File: config.mk
export PLATFORM = sky130hd
export DESIGN_NAME = temporal_crop_smoother
export DESIGN_NICKNAME = d
export VERILOG_FILES = /design/src/tcs_pkg.sv /design/src/temporal_crop_smoother.sv
export SDC_FILE = /design/constraint.sdc
export NUM_CORES = 2
export LEC_CHECK = 0
export BUFFER_PORTS_ARGS = -buffer_cell sky130_fd_sc_hd__buf_2
export CORE_UTILIZATION = 49
export CTS_CLUSTER_SIZE = 28
export DETAILED_ROUTE_END_ITERATION = 10
export SETUP_SLACK_MARGIN = 0.3
export SKIP_CTS_REPAIR_TIMING = 1
export SLEW_MARGIN = 20
export SYNTH_ARGS = -nofsm -noshare
export SYNTH_HDL_FRONTEND = slang
export SYNTH_SLANG_ARGS = --single-unit
File: constraint.sdc
create_clock -name clock -period 16.3 [get_ports clock]
set_clock_uncertainty 0.1 [all_clocks]
set_input_delay 1.63 -clock clock [delete_from_list [all_inputs] [get_ports clock]]
set_output_delay 1.63 -clock clock [all_outputs]
set_load 0.01 [all_outputs]
File: src/tcs_pkg.sv
// Shared constants and types of the temporal crop smoother.
package tcs_pkg;

   localparam int COORD_LIMIT = 32768;
   localparam int FRAC_BITS   = 8;
   localparam int WEIGHT_BITS = 16;
   localparam int REG_MAX     = 65536;

   // Configuration register indexes.
   typedef enum logic [1:0] {
      CSR_HISTORY_CAP  = 2'd0,
      CSR_MOTION_SHARE = 2'd1,
      CSR_FRAME_COLS   = 2'd2,
      CSR_FRAME_ROWS   = 2'd3
   } csr_index_type;

   typedef enum logic [10:0] {
      ST_IDLE  = 11'b000_0000_0001,
      ST_CHK   = 11'b000_0000_0010,
      ST_WPRE  = 11'b000_0000_0100,
      ST_WCMP  = 11'b000_0000_1000,
      ST_WDIV  = 11'b000_0001_0000,
      ST_WSEL  = 11'b000_0010_0000,
      ST_BLEND = 11'b000_0100_0000,
      ST_VMUL  = 11'b000_1000_0000,
      ST_VDIV  = 11'b001_0000_0000,
      ST_CROP  = 11'b010_0000_0000,
      ST_FIN   = 11'b100_0000_0000
   } state_type;

endpackage

File: src/temporal_crop_smoother.sv
// Top level of the temporal crop smoother.
//
// One detected box per video frame enters on the req_ stream; one result per
// box leaves on the rsp_ stream. The csr_ port writes the four registers
// (history cap, motion share, frame columns, frame rows); the user must do
// so only while idle, the block does not enforce it. A box outside limits
// is answered with rsp_tuser = 0 and the last crop. The first valid box
// passes through; later boxes blend with the smoothed centre and extent by a
// history weight and are clamped to the frame.
// A rejected or first box goes from the check straight to the final state.
// Any other box runs check and weight setup, the bit-serial weight division,
// weight select, the shared blend multiplier, the load of the vertical
// extent product, its bit-serial division, the crop build, and the clamp
// and output load. When the motion budget covers the move the weight
// division is skipped. One box is worked on at a time; req_tready is high
// only while idle, so a new box is taken only after the last result has
// gone to the output register.
// The result sits in an output register; a stalled receiver holds the block
// in its final state until that register is free, nothing is dropped.
// Reset (synchronous) restores the register defaults, clears the
// smoothed state and counter and marks the next box as the first one.
module temporal_crop_smoother
   import tcs_pkg::*;
(
   input  logic         clock,
   input  logic         reset,
   input  logic         req_tvalid,
   output logic         req_tready,
   // box_left[16:0], box_top[33:17], box_wide[49:34], box_tall[65:50], zero pad
   input  logic [71:0]  req_tdata,
   output logic         rsp_tvalid,
   input  logic         rsp_tready,
   // crop_left[17:0], crop_top[35:18], crop_wide[53:36], crop_tall[71:54],
   // frames_done[103:72]
   output logic [103:0] rsp_tdata,
   // accepted[0]
   output logic         rsp_tuser,
   input  logic         csr_wr_en,
   input  logic [1:0]   csr_index,
   input  logic [16:0]  csr_wdata
);

   state_type state_ff, state_in;

   logic [16:0] cap_ff, share_ff;
   logic [15:0] cols_ff, rows_ff;

   logic signed [16:0] bx_ff, by_ff;
   logic [15:0]        bw_ff, bh_ff;

   logic               first_ff;
   logic signed [25:0] scx_ff, scy_ff;
   logic [23:0]        sext_ff;
   logic [31:0]        count_ff;
   logic [17:0]        crop_ff [0:3];
   logic               acc_ff;

   logic [32:0]  msprod_ff;
   logic [26:0]  dist_ff;
   logic [43:0]  wrem_ff;
   logic [16:0]  uw_ff, wt_ff;
   logic [5:0]   cnt_ff;

   logic signed [43:0] prod_ff;
   logic signed [44:0] bacc_ff;
   logic signed [25:0] res_ff [0:5];

   logic [39:0]  vnum_ff;
   logic [16:0]  vrem_ff;

   logic signed [27:0] left_ff, right_ff;
   logic signed [43:0] top_ff;

   logic         fin_blend_ff;
   logic         rsp_valid_ff;
   logic [103:0] rsp_data_ff;
   logic         rsp_user_ff;

   // Truncating shifts toward zero.
   function automatic logic signed [25:0] trunc8(input logic signed [25:0] v);
      logic signed [25:0] t;
      t = v + (v < 0 ? 26'sd255 : 26'sd0);
      return t >>> FRAC_BITS;
   endfunction

   function automatic logic signed [44:0] trunc16(input logic signed [44:0] v);
      logic signed [44:0] t;
      t = v + (v < 0 ? 45'sd65535 : 45'sd0);
      return t >>> WEIGHT_BITS;
   endfunction

   // Input item fields
   logic signed [16:0] in_x, in_y;
   assign in_x = req_tdata[16:0];
   assign in_y = req_tdata[33:17];

   // Centre and extent of the held box in fixed point
   logic signed [18:0] csum_x, csum_y;
   logic signed [25:0] cx, cy, tcx, tcy;
   logic [23:0]        ext;
   assign csum_x = 19'(bx_ff) * 19'sd2 + $signed({3'b0, bw_ff}) - 19'sd1;
   assign csum_y = 19'(by_ff) * 19'sd2 + $signed({3'b0, bh_ff}) - 19'sd1;
   assign cx  = 26'(csum_x) <<< (FRAC_BITS - 1);
   assign cy  = 26'(csum_y) <<< (FRAC_BITS - 1);
   assign tcx = trunc8(cx);
   assign tcy = trunc8(cy);
   assign ext = {bw_ff - 16'd1, 8'b0};

   // Limit checks
   logic box_ok;
   assign box_ok = (bx_ff >= -17'sd32768) && (18'(bx_ff) <= 18'sd32768)
                && (by_ff >= -17'sd32768) && (18'(by_ff) <= 18'sd32768)
                && (bw_ff >= 16'd2) && (17'(bw_ff) <= 17'(COORD_LIMIT))
                && (bh_ff >= 16'd1) && (17'(bh_ff) <= 17'(COORD_LIMIT))
                && (cap_ff <= 17'(REG_MAX)) && (share_ff <= 17'(REG_MAX))
                && (cols_ff != 16'd0) && (17'(cols_ff) <= 17'(COORD_LIMIT))
                && (rows_ff != 16'd0) && (17'(rows_ff) <= 17'(COORD_LIMIT));

   // Motion distance
   logic signed [26:0] dx;
   logic [26:0]        adx;
   logic [15:0]        side;
   assign dx   = 27'(cx) - 27'(scx_ff);
   assign adx  = dx < 0 ? 27'(-dx) : 27'(dx);
   assign side = cols_ff < rows_ff ? cols_ff : rows_ff;

   logic [43:0] wden, wrem2;
   assign wden  = {1'b0, dist_ff, 16'd0};
   assign wrem2 = {wrem_ff[42:0], 1'b0};

   // Weight selection
   logic [16:0] lim, inv_uw;
   assign lim    = cap_ff < 17'd65535 ? cap_ff : 17'd65535;
   assign inv_uw = 17'(REG_MAX) - uw_ff;

   // Shared blend multiplier
   logic signed [25:0] mul_a;
   logic signed [17:0] mul_b;
   logic               odd;
   logic [2:0]         pair;
   assign odd  = cnt_ff[0];
   assign pair = cnt_ff[3:1];
   assign mul_b = odd ? $signed({1'b0, 17'(17'(REG_MAX) - wt_ff)})
                      : $signed({1'b0, wt_ff});
   always_comb begin
      case (pair)
         3'd0: mul_a = odd ? tcx : trunc8(scx_ff);
         3'd1: mul_a = odd ? tcy : trunc8(scy_ff);
         3'd2: mul_a = odd ? $signed(26'(bw_ff - 16'd1))
                           : trunc8($signed({2'b0, sext_ff}));
         3'd3: mul_a = odd ? cx : scx_ff;
         3'd4: mul_a = odd ? cy : scy_ff;
         3'd5: mul_a = odd ? $signed({2'b0, ext}) : $signed({2'b0, sext_ff});
         default: mul_a = '0;
      endcase
   end

   logic [3:0]         bidx;
   logic signed [44:0] bsum;
   assign bidx = cnt_ff[3:0] - 4'd1;
   assign bsum = bacc_ff + 45'(prod_ff);

   // Vertical extent
   logic signed [25:0] e_val;
   logic [15:0]        e_u;
   logic [15:0]        wm1, hm1;
   logic [31:0]        vprod;
   logic [16:0]        vr;
   assign e_val = res_ff[2] < 0 ? 26'sd0 : res_ff[2];
   assign e_u   = e_val[15:0];
   assign wm1   = bw_ff - 16'd1;
   assign hm1   = bh_ff - 16'd1;
   assign vprod = hm1 * e_u;
   assign vr    = {vrem_ff[15:0], vnum_ff[39]};

   // Crop build
   logic signed [27:0] c_left, c_right;
   logic signed [43:0] c_td, c_top;
   assign c_left  = 28'(res_ff[0]) - 28'(e_val >>> 1);
   assign c_right = c_left + 28'(e_val);
   assign c_td    = (44'(res_ff[1]) <<< (FRAC_BITS + 1)) - $signed({4'b0, vnum_ff});
   assign c_top   = (c_td + (c_td < 0 ? 44'sd511 : 44'sd0)) >>> (FRAC_BITS + 1);

   logic signed [43:0] k_bot, k_botc, k_topc, k_fh, k_tall;
   logic signed [27:0] k_leftc, k_rightc, k_fw;
   assign k_bot    = (top_ff <<< FRAC_BITS) + $signed({4'b0, vnum_ff});
   assign k_fh     = $signed({20'b0, rows_ff, 8'b0});
   assign k_fw     = $signed({12'b0, cols_ff});
   assign k_botc   = k_bot > k_fh ? k_fh : k_bot;
   assign k_topc   = top_ff < 0 ? 44'sd0 : top_ff;
   assign k_leftc  = left_ff < 0 ? 28'sd0 : left_ff;
   assign k_rightc = right_ff > k_fw ? k_fw : right_ff;
   assign k_tall   = k_botc - (k_topc <<< FRAC_BITS);

   logic signed [43:0] k_tallt;
   assign k_tallt = (k_tall + (k_tall < 0 ? 44'sd255 : 44'sd0)) >>> FRAC_BITS;

   // Output register is loaded when ST_FIN hands over. The blended crop lands
   // in crop_ff on the first ST_FIN cycle, so the load is held off in that cycle.
   logic fin_go;
   assign fin_go = (state_ff == ST_FIN) && !fin_blend_ff && (!rsp_valid_ff || rsp_tready);

   assign req_tready = (state_ff == ST_IDLE);

   always_comb begin
      state_in = state_ff;
      case (state_ff)
         ST_IDLE:  if (req_tvalid) state_in = ST_CHK;
         ST_CHK:   state_in = (!box_ok || first_ff) ? ST_FIN : ST_WPRE;
         ST_WPRE:  state_in = ST_WCMP;
         ST_WCMP:  state_in = ({3'b0, msprod_ff, 8'b0} >= wden) ? ST_WSEL : ST_WDIV;
         ST_WDIV:  if (cnt_ff == 6'd15) state_in = ST_WSEL;
         ST_WSEL:  state_in = ST_BLEND;
         ST_BLEND: if (cnt_ff == 6'd12) state_in = ST_VMUL;
         ST_VMUL:  state_in = ST_VDIV;
         ST_VDIV:  if (cnt_ff == 6'd39) state_in = ST_CROP;
         ST_CROP:  state_in = ST_FIN;
         ST_FIN:   if (fin_go) state_in = ST_IDLE;
         default:  state_in = ST_IDLE;
      endcase
   end

   always_ff @(posedge clock) begin
      if (reset) begin
         state_ff     <= ST_IDLE;
         cap_ff       <= 17'd58982;
         share_ff     <= 17'd6554;
         cols_ff      <= 16'd1920;
         rows_ff      <= 16'd1080;
         first_ff     <= 1'b1;
         scx_ff       <= '0;
         scy_ff       <= '0;
         sext_ff      <= '0;
         count_ff     <= '0;
         for (int i = 0; i < 4; i++) crop_ff[i] <= '0;
         rsp_valid_ff <= 1'b0;
         fin_blend_ff <= 1'b0;
         cnt_ff       <= '0;
      end else begin
         state_ff <= state_in;
         if (csr_wr_en) begin
            case (csr_index_type'(csr_index))
               CSR_HISTORY_CAP:  cap_ff   <= csr_wdata;
               CSR_MOTION_SHARE: share_ff <= csr_wdata;
               CSR_FRAME_COLS:   cols_ff  <= csr_wdata[15:0];
               CSR_FRAME_ROWS:   rows_ff  <= csr_wdata[15:0];
               default: ;
            endcase
         end
         if (fin_go) rsp_valid_ff <= 1'b1;
         else if (rsp_tready) rsp_valid_ff <= 1'b0;

         case (state_ff)
            ST_IDLE: begin
               if (req_tvalid) begin
                  bx_ff <= in_x;
                  by_ff <= in_y;
                  bw_ff <= req_tdata[49:34];
                  bh_ff <= req_tdata[65:50];
               end
            end
            ST_CHK: begin
               acc_ff <= box_ok;
               if (box_ok && first_ff) begin
                  first_ff   <= 1'b0;
                  scx_ff     <= cx;
                  scy_ff     <= cy;
                  sext_ff    <= ext;
                  crop_ff[0] <= 18'(bx_ff);
                  crop_ff[1] <= 18'(by_ff);
                  crop_ff[2] <= {2'b0, bw_ff};
                  crop_ff[3] <= {2'b0, bh_ff};
                  count_ff   <= count_ff + 32'd1;
               end
            end
            ST_WPRE: begin
               msprod_ff <= share_ff * side;
               dist_ff   <= adx + 27'd256;
            end
            ST_WCMP: begin
               wrem_ff <= {3'b0, msprod_ff, 8'b0};
               uw_ff   <= 17'(REG_MAX);
               cnt_ff  <= '0;
            end
            ST_WDIV: begin
               // the preset top bit shifts out on the first step
               if (wrem2 >= wden) begin
                  wrem_ff <= wrem2 - wden;
                  uw_ff   <= {uw_ff[15:0], 1'b1};
               end else begin
                  wrem_ff <= wrem2;
                  uw_ff   <= {uw_ff[15:0], 1'b0};
               end
               cnt_ff <= cnt_ff + 6'd1;
            end
            ST_WSEL: begin
               wt_ff  <= lim > inv_uw ? lim : inv_uw;
               cnt_ff <= '0;
            end
            ST_BLEND: begin
               if (cnt_ff < 6'd12) prod_ff <= mul_a * mul_b;
               if (cnt_ff != 6'd0) begin
                  if (!bidx[0]) bacc_ff <= 45'(prod_ff);
                  else res_ff[bidx[3:1]] <= 26'(trunc16(bsum));
               end
               cnt_ff <= (cnt_ff == 6'd12) ? 6'd0 : cnt_ff + 6'd1;
            end
            ST_VMUL: begin
               vnum_ff <= {vprod, 8'b0};
               vrem_ff <= '0;
               cnt_ff  <= '0;
            end
            ST_VDIV: begin
               if (vr >= {1'b0, wm1}) begin
                  vrem_ff <= vr - {1'b0, wm1};
                  vnum_ff <= {vnum_ff[38:0], 1'b1};
               end else begin
                  vrem_ff <= vr;
                  vnum_ff <= {vnum_ff[38:0], 1'b0};
               end
               cnt_ff <= (cnt_ff == 6'd39) ? 6'd0 : cnt_ff + 6'd1;
            end
            ST_CROP: begin
               left_ff  <= c_left;
               right_ff <= c_right;
               top_ff   <= c_top;
            end
            default: ;
         endcase

         // Clamp and state update for a blended box, in the cycle after ST_CROP.
         if (state_ff == ST_CROP) begin
            fin_blend_ff <= 1'b1;
         end else begin
            fin_blend_ff <= 1'b0;
         end
         if (fin_blend_ff) begin
            crop_ff[0] <= 18'(k_leftc);
            crop_ff[1] <= 18'(k_topc);
            crop_ff[2] <= 18'(k_rightc - k_leftc);
            crop_ff[3] <= 18'(k_tallt);
            scx_ff     <= res_ff[3];
            scy_ff     <= res_ff[4];
            sext_ff    <= res_ff[5][23:0];
            count_ff   <= count_ff + 32'd1;
         end
      end
   end

   always_ff @(posedge clock) begin
      if (fin_go) begin
         rsp_data_ff <= {count_ff, crop_ff[3], crop_ff[2], crop_ff[1], crop_ff[0]};
         rsp_user_ff <= acc_ff;
      end
   end

   assign rsp_tvalid = rsp_valid_ff;
   assign rsp_tdata  = rsp_data_ff;
   assign rsp_tuser  = rsp_user_ff;

endmodule

==> Word level (Yosys, flattened, before mapping) <==
Memories as Yosys holds them, arrays and structs flattened. A register that Yosys moved wholly into a read port is not among the register bits.
Index checks and enable logic that the tools add are counted.
W data, S select, Z words.
{ "word_totals": {"reg_bits": 736, "mem_bits_rw": 228, "output_inout_bits": 107, "word_cells": 266, "memories": 2} }
{ "classes": {"addsub": 31, "mul": 3, "magnitude_cmp": 32, "eq_ne": 27, "mux": 80, "bitwise": 10, "reduce_logical": 49} }
{ "memory_table": {"columns": ["memory", "depth", "word_bits", "rd", "rd_clocked_by_memory_dff", "write_ports", "line_no", "text"], "rows": [
  ["res_ff", 6, 26, 6, 0, 1, "temporal_crop_smoother.sv:66", "logic signed [25:0] res_ff [0:5];"],
  ["crop_ff", 4, 18, 4, 4, 4, "temporal_crop_smoother.sv:55", "logic [17:0] crop_ff [0:3];"]
]} }
{ "ops": {"columns": ["cell", "n"], "rows": [
  ["$mux W26", 12],
  ["$mux W18", 10],
  ["$pmux W26 S6", 1],
  ["$add A26 B9 Y26", 5],
  ["$lt A26 B1 Y1 const B", 5],
  ["$pmux W11 S11", 1],
  ["$mux W24", 4],
  ["$mux W32", 3],
  ["$pmux W43 S2", 1],
  ["$pmux W40 S2", 1],
  ["$le A17 B17 Y1 const B", 4],
  ["$mux W11", 6],
  ["$le A16 B16 Y1 const B", 4],
  ["$lt A27 B1 Y1 const B", 2],
  ["$mux W17", 3],
  ["$mux W16", 3],
  ["$add A44 B44 Y45", 1],
  ["$lt A45 B1 Y1 const B", 1],
  ["$ge A44 B43 Y1", 1],
  ["$gt A44 B25 Y1", 1],
  ["$lt A44 B1 Y1 const B", 1],
  ["$mul A26 B18 Y44", 1],
  ["$mux W44", 1],
  ["$sub A44 B44 Y44", 1],
  ["other kinds (79)", 159]
]} }

==> Logic depth before layout (Yosys ltp) <==
{ "logic_depth": {"ltp_word": 21, "ltp_mapped": 52} }

==> Worst setup path before layout <==
Ideal clock, no wire load.
{ "synth_path": {"path_kind": "reg2reg", "start": "register bw_ff[2]", "end": "register prod_ff[42], data pin", "setup_time_ns": 0.258, "t_arrival_ns": 10.656, "path_slack_ns": 5.286, "stages_incl_launch_ff": 50, "n_path_buf": 3, "synth_period_minus_slack_ns": 11.014, "cell_sequence": "edfxtp_1 > inv_1 > ha_1 > inv_1 > ha_1 > a21o_1 > a21oi_1 > o21bai_1 > a21oi_1 > nor4b_1 > o41a_1 > o211a_1 > o21ai_0 > nand2b_1 > nor2_1 > ha_1 > clkbuf_1 > and4_1 > [14 not listed] > inv_1 > fa_1 > inv_1 > ha_1 > a21oi_1 > nor2b_1 > o21a_1 > o21ai_0 > nand2b_1 > o21bai_1 > o31a_1 > nand4_1 > a31o_2 > o211a_1 > nor3_1 > or4_1 > a21oi_1 > xnor2_1"} }
{ "synth_between": {"elab_chain_len": 8, "word_cells_on_any_way": 13} }
{ "synth_rtl": {"columns": ["element", "line_no", "text"], "rows": [
  ["from (decl)", "temporal_crop_smoother.sv:49", "logic [15:0] bw_ff, bh_ff;"],
  ["from (signal assigned)", "temporal_crop_smoother.sv:258", "bw_ff <= req_tdata[49:34];"],
  ["$add A18 B17 Y19", "temporal_crop_smoother.sv:101", "assign csum_x = 19'(bx_ff) * 19'sd2 + $signed({3'b0, bw_ff}) - 19'sd1;"],
  ["$sub A19 B2 Y19", "temporal_crop_smoother.sv:101", null],
  ["$lt A26 B1 Y1", "temporal_crop_smoother.sv:82", "t = v + (v < 0 ? 26'sd255 : 26'sd0);"],
  ["$mux W8", "temporal_crop_smoother.sv:82", null],
  ["$add A26 B9 Y26", "temporal_crop_smoother.sv:82", null],
  ["$mux W26", "temporal_crop_smoother.sv:147", "3'd0: mul_a = odd ? tcx : trunc8(scx_ff);"],
  ["$pmux W26 S6 (*)", "temporal_crop_smoother.sv:146", "case (pair)"],
  ["$mul A26 B18 Y44 (*)", "temporal_crop_smoother.sv:301", "if (cnt_ff < 6'd12) prod_ff <= mul_a * mul_b;"],
  ["to (signal assigned)", "temporal_crop_smoother.sv:301", null],
  ["to (decl)", "temporal_crop_smoother.sv:64", "logic signed [43:0] prod_ff;"]
]} }
Every way passes the cells marked *; elsewhere a longest branch is shown, timed or not.
A chain may end at the register's enable or synchronous reset.

==> Final worst setup path <==
{ "layout_path": {"start": "register bh_ff[6]", "end": "register prod_ff[42], data pin"} }
{ "layout_between": {"elab_chain_len": 8, "word_cells_on_any_way": 9} }
{ "layout_rtl": {"columns": ["element", "line_no", "text"], "rows": [
  ["from (decl)", "temporal_crop_smoother.sv:49", null],
  ["from (signal assigned)", "temporal_crop_smoother.sv:259", "bh_ff <= req_tdata[65:50];"],
  ["$add A18 B17 Y19 (*)", "temporal_crop_smoother.sv:102", "assign csum_y = 19'(by_ff) * 19'sd2 + $signed({3'b0, bh_ff}) - 19'sd1;"],
  ["$sub A19 B2 Y19 (*)", "temporal_crop_smoother.sv:102", null],
  ["$lt A26 B1 Y1", "temporal_crop_smoother.sv:82", null],
  ["$mux W8", "temporal_crop_smoother.sv:82", null],
  ["$add A26 B9 Y26", "temporal_crop_smoother.sv:82", null],
  ["$mux W26", "temporal_crop_smoother.sv:148", "3'd1: mul_a = odd ? tcy : trunc8(scy_ff);"],
  ["$pmux W26 S6 (*)", "temporal_crop_smoother.sv:146", null],
  ["$mul A26 B18 Y44 (*)", "temporal_crop_smoother.sv:301", null]
]} }
Marked as above.

==> flow_metrics.tcl <==
set metrics [dict create \
    postRouteAntennaNets 0 \
    grt_pass1_vias 70802 \
    grt_start_max_net_pins 76 \
    fp.dieArea_mm2 0.1888 \
    crit_path_frequent_cell "fa_1" \
    first_iter_violations 7303 \
    clock-sinks 946 \
    crit_buf_inv 5 \
    setup_viol 0 \
    hold_violations 0 \
    syn_area_mm2 0.09165 \
    clkLatencyLatePin_ns 0.77 \
    tightest_slew_ns 1.298 \
    critical_path.top_delay_family "adder cells" \
    ir_drop_v 0.0001108 \
    ctsRootBufferMaster "clkbuf_16" \
    antenna_found_initial 28 \
    end_kind "flop" \
    p_leak_nw 44.21 \
    cp.required_ns 16.69 \
    cp_data_arrival_time_ns 13.46 \
    tns_ns 0 \
    routed_wl_um 303200 \
    dpl.hpwl_um 238000 \
    dr.pass1.iters 6 \
    start_util 0.4937 \
    cp-start-kind "flop" \
    yosysSeqAreaShare 0.2886 \
    drv_slew 0 \
    layout.nets 11619 \
    relSlewSlack 0.1303 \
    final_area_mm2 0.09991 \
    yosys-top-cells-count "1408 x inv_1, 1083 x nand2_1, 843 x fa_1" \
    vias 72501 \
    rsz0062_at_grt "no" \
    drive_above_1_share 0.07138 \
    status "complete, no violations" \
    syn_inst 9768 \
    async_flop_share 0 \
    cts_tree "built" \
    synth_edf_count 750 \
    place_area_mm2 0.09610 \
    yosysWarnings 0 \
    routedWlPerCell_um 24.32 \
    ys_ff_latch 946 \
    fin_crit_ns 13.07 \
    crit_slowest_cell "edfxtp_1" \
    hp-class "flop to flop" \
    max_stage_delay_ns 0.79 \
    overflow 0 \
    via_per_inst 5.816 \
    syn_area_per_cell_um2 9.382 \
    synth_cell_types 105 \
    synthFlopType "edfxtp_1" \
    clockBufferDepth 3 \
    grt_pass1_wl_um 451200 \
    htree_levels 3 \
    synth_nets 11505 \
    syn_to_final_growth_pct 9.022 \
    num_io_pins 203 \
    die_w_um 434.5 \
    power_density_mw_per_mm2 82.10 \
    period_share 0.8020 \
    core_mm2 0.1856 \
    cts.clk_slew.worst_paths_ns 0.06 \
    gp_congestion 0.9846 \
    path_class "flop to flop" \
    synth_top_area_frac 0.2457 \
    post-synth-top-count-cell "inv_1" \
    die_h_um 434.5 \
    rows 158 \
    ys_top_cells_by_area "edfxtp_1 25%, fa_1 18%, ha_1 11%" \
    port-buffer-count 196 \
    fmax_ghz 0.07650 \
    numCtsBuffers 108 \
    drv_cap 0 \
    crit_path_max_fanout 17 \
    grt_usage 0.3224 \
    route.detailed.drc 0 \
    synth_top_cell_by_area "edfxtp_1" \
]
==> through the flow <==
stage	setup slack [ns]	power, mW	cells	hold slack, ns	util
global route	2.564	8.713	12458	0.3135	0.5381
finish	3.227	8.203	12466	0.3092	0.5382
detailed placement	3.464	5.612	12251	0.3045	0.5177
global placement	3.623	5.603	12251	0.3013	0.5176
CTS	3.432	8.257	12454	0.3156	0.5378
floorplan	5.286	4.890	9768	0.3003	-
==> power by group <==
part / total (mW) / leakage [nW] / switching (mW) / internal [mW]
registers: 2.76 / 8.50 / 0.0431 / 2.72
clock network: 2.60 / 1.79 / 1.09 / 1.51
logic: 2.84 / 33.9 / 1.69 / 1.15
==> layout make-up <==
class | instances | area, um^2
flip-flops and latches | 946 | 26450
inverters | 1415 | 5311
diodes | 11 | 27.53
clock inverters | 68 | 823.3
multi-input cells | 7081 | 59260
well taps | 2480 | 3103
repair buffers | 330 | 2013
clock buffers | 135 | 2918
fillers | 16961 | 85720
==> sequential cells by signal (all words and copies together), names as in the netlist, 24 cells and up <==
signal	flops
res_ff	154
rsp_tdata	104
crop_ff	72
bacc_ff	44
prod_ff	44
vnum_ff	40
wrem_ff	35
top_ff	34
msprod_ff	33
count_ff	32
right_ff	28
dist_ff	27
scx_ff	26
scy_ff	26
sext_ff	24
==> cell usage in the layout, fill, tap and decap left out, types with 21 or more instances in the layout <==
master,Yosys,layout
a21o_1,174,174
ha_1,798,798
a211oi_1,46,45
nand3_1,141,141
o22ai_1,37,37
or3_1,46,46
nor2b_1,118,116
clkbuf_16,0,111
nand4_1,77,77
xnor2_1,389,364
mux2i_1,116,116
o31ai_1,27,26
xor2_1,220,205
o211ai_1,31,31
and3_1,65,64
a211o_1,21,21
o21a_1,73,73
a21oi_1,489,485
mux2_2,27,27
fa_1,843,843
inv_1,1408,1408
a22o_1,32,32
or2_2,45,45
buf_2,6,195
xnor2_2,0,22
nand2b_1,179,178
nor4_1,65,64
nor3_1,140,136
a21boi_0,33,32
o21ai_0,341,338
nand3b_1,89,89
a31oi_1,42,41
o21bai_1,27,27
nand2_1,1083,1083
edfxtp_1,750,750
and2_1,206,206
nor2_1,768,757
a221oi_1,25,25
dfxtp_1,196,193
buf_4,2,133
==> cells by family (layout without fill, tap and decap cells) <==
kind of cell | Yosys count | count (layout) | synth area share
AOI/OAI and AO/OA | 1565 | 1565 | 0.1089
other | 1 | 12 | 0.00004092
DFF | 946 | 946 | 0.2886
muxes | 148 | 148 | 0.01722
and+or+nand+nor | 3116 | 3116 | 0.1623
xor gates and xnor gates | 610 | 610 | 0.05838
adders and majority gates | 1641 | 1641 | 0.2931
buffers and inverters | 1741 | 1948 | 0.07155
==> layer usage <==
metal,global-route usage,vias to the layer above,part of all wire
met2,0.4955,2869,0.44
met5,0,-,0.00011
li1,-,32866,-
met1,0.4618,36258,0.44
met3,0.05557,504,0.087
met4,0.1019,4,0.035
==> path summary, 6_finish.rpt <==
| kind | startpoint | to | slack (ns) | cells after the start |
|---|---|---|---|---|
| min reg2reg | crop_ff[1][13] | rsp_tdata[31] | 0.31 | 0 |
| min | crop_ff[1][13] | rsp_tdata[31] | 0.31 | 0 |
| max reg2reg | bh_ff[6] | prod_ff[42] | 3.23 | 45 |
| max | bh_ff[6] | prod_ff[42] | 3.23 | 45 |
Power figures use the tool's default switching activity.
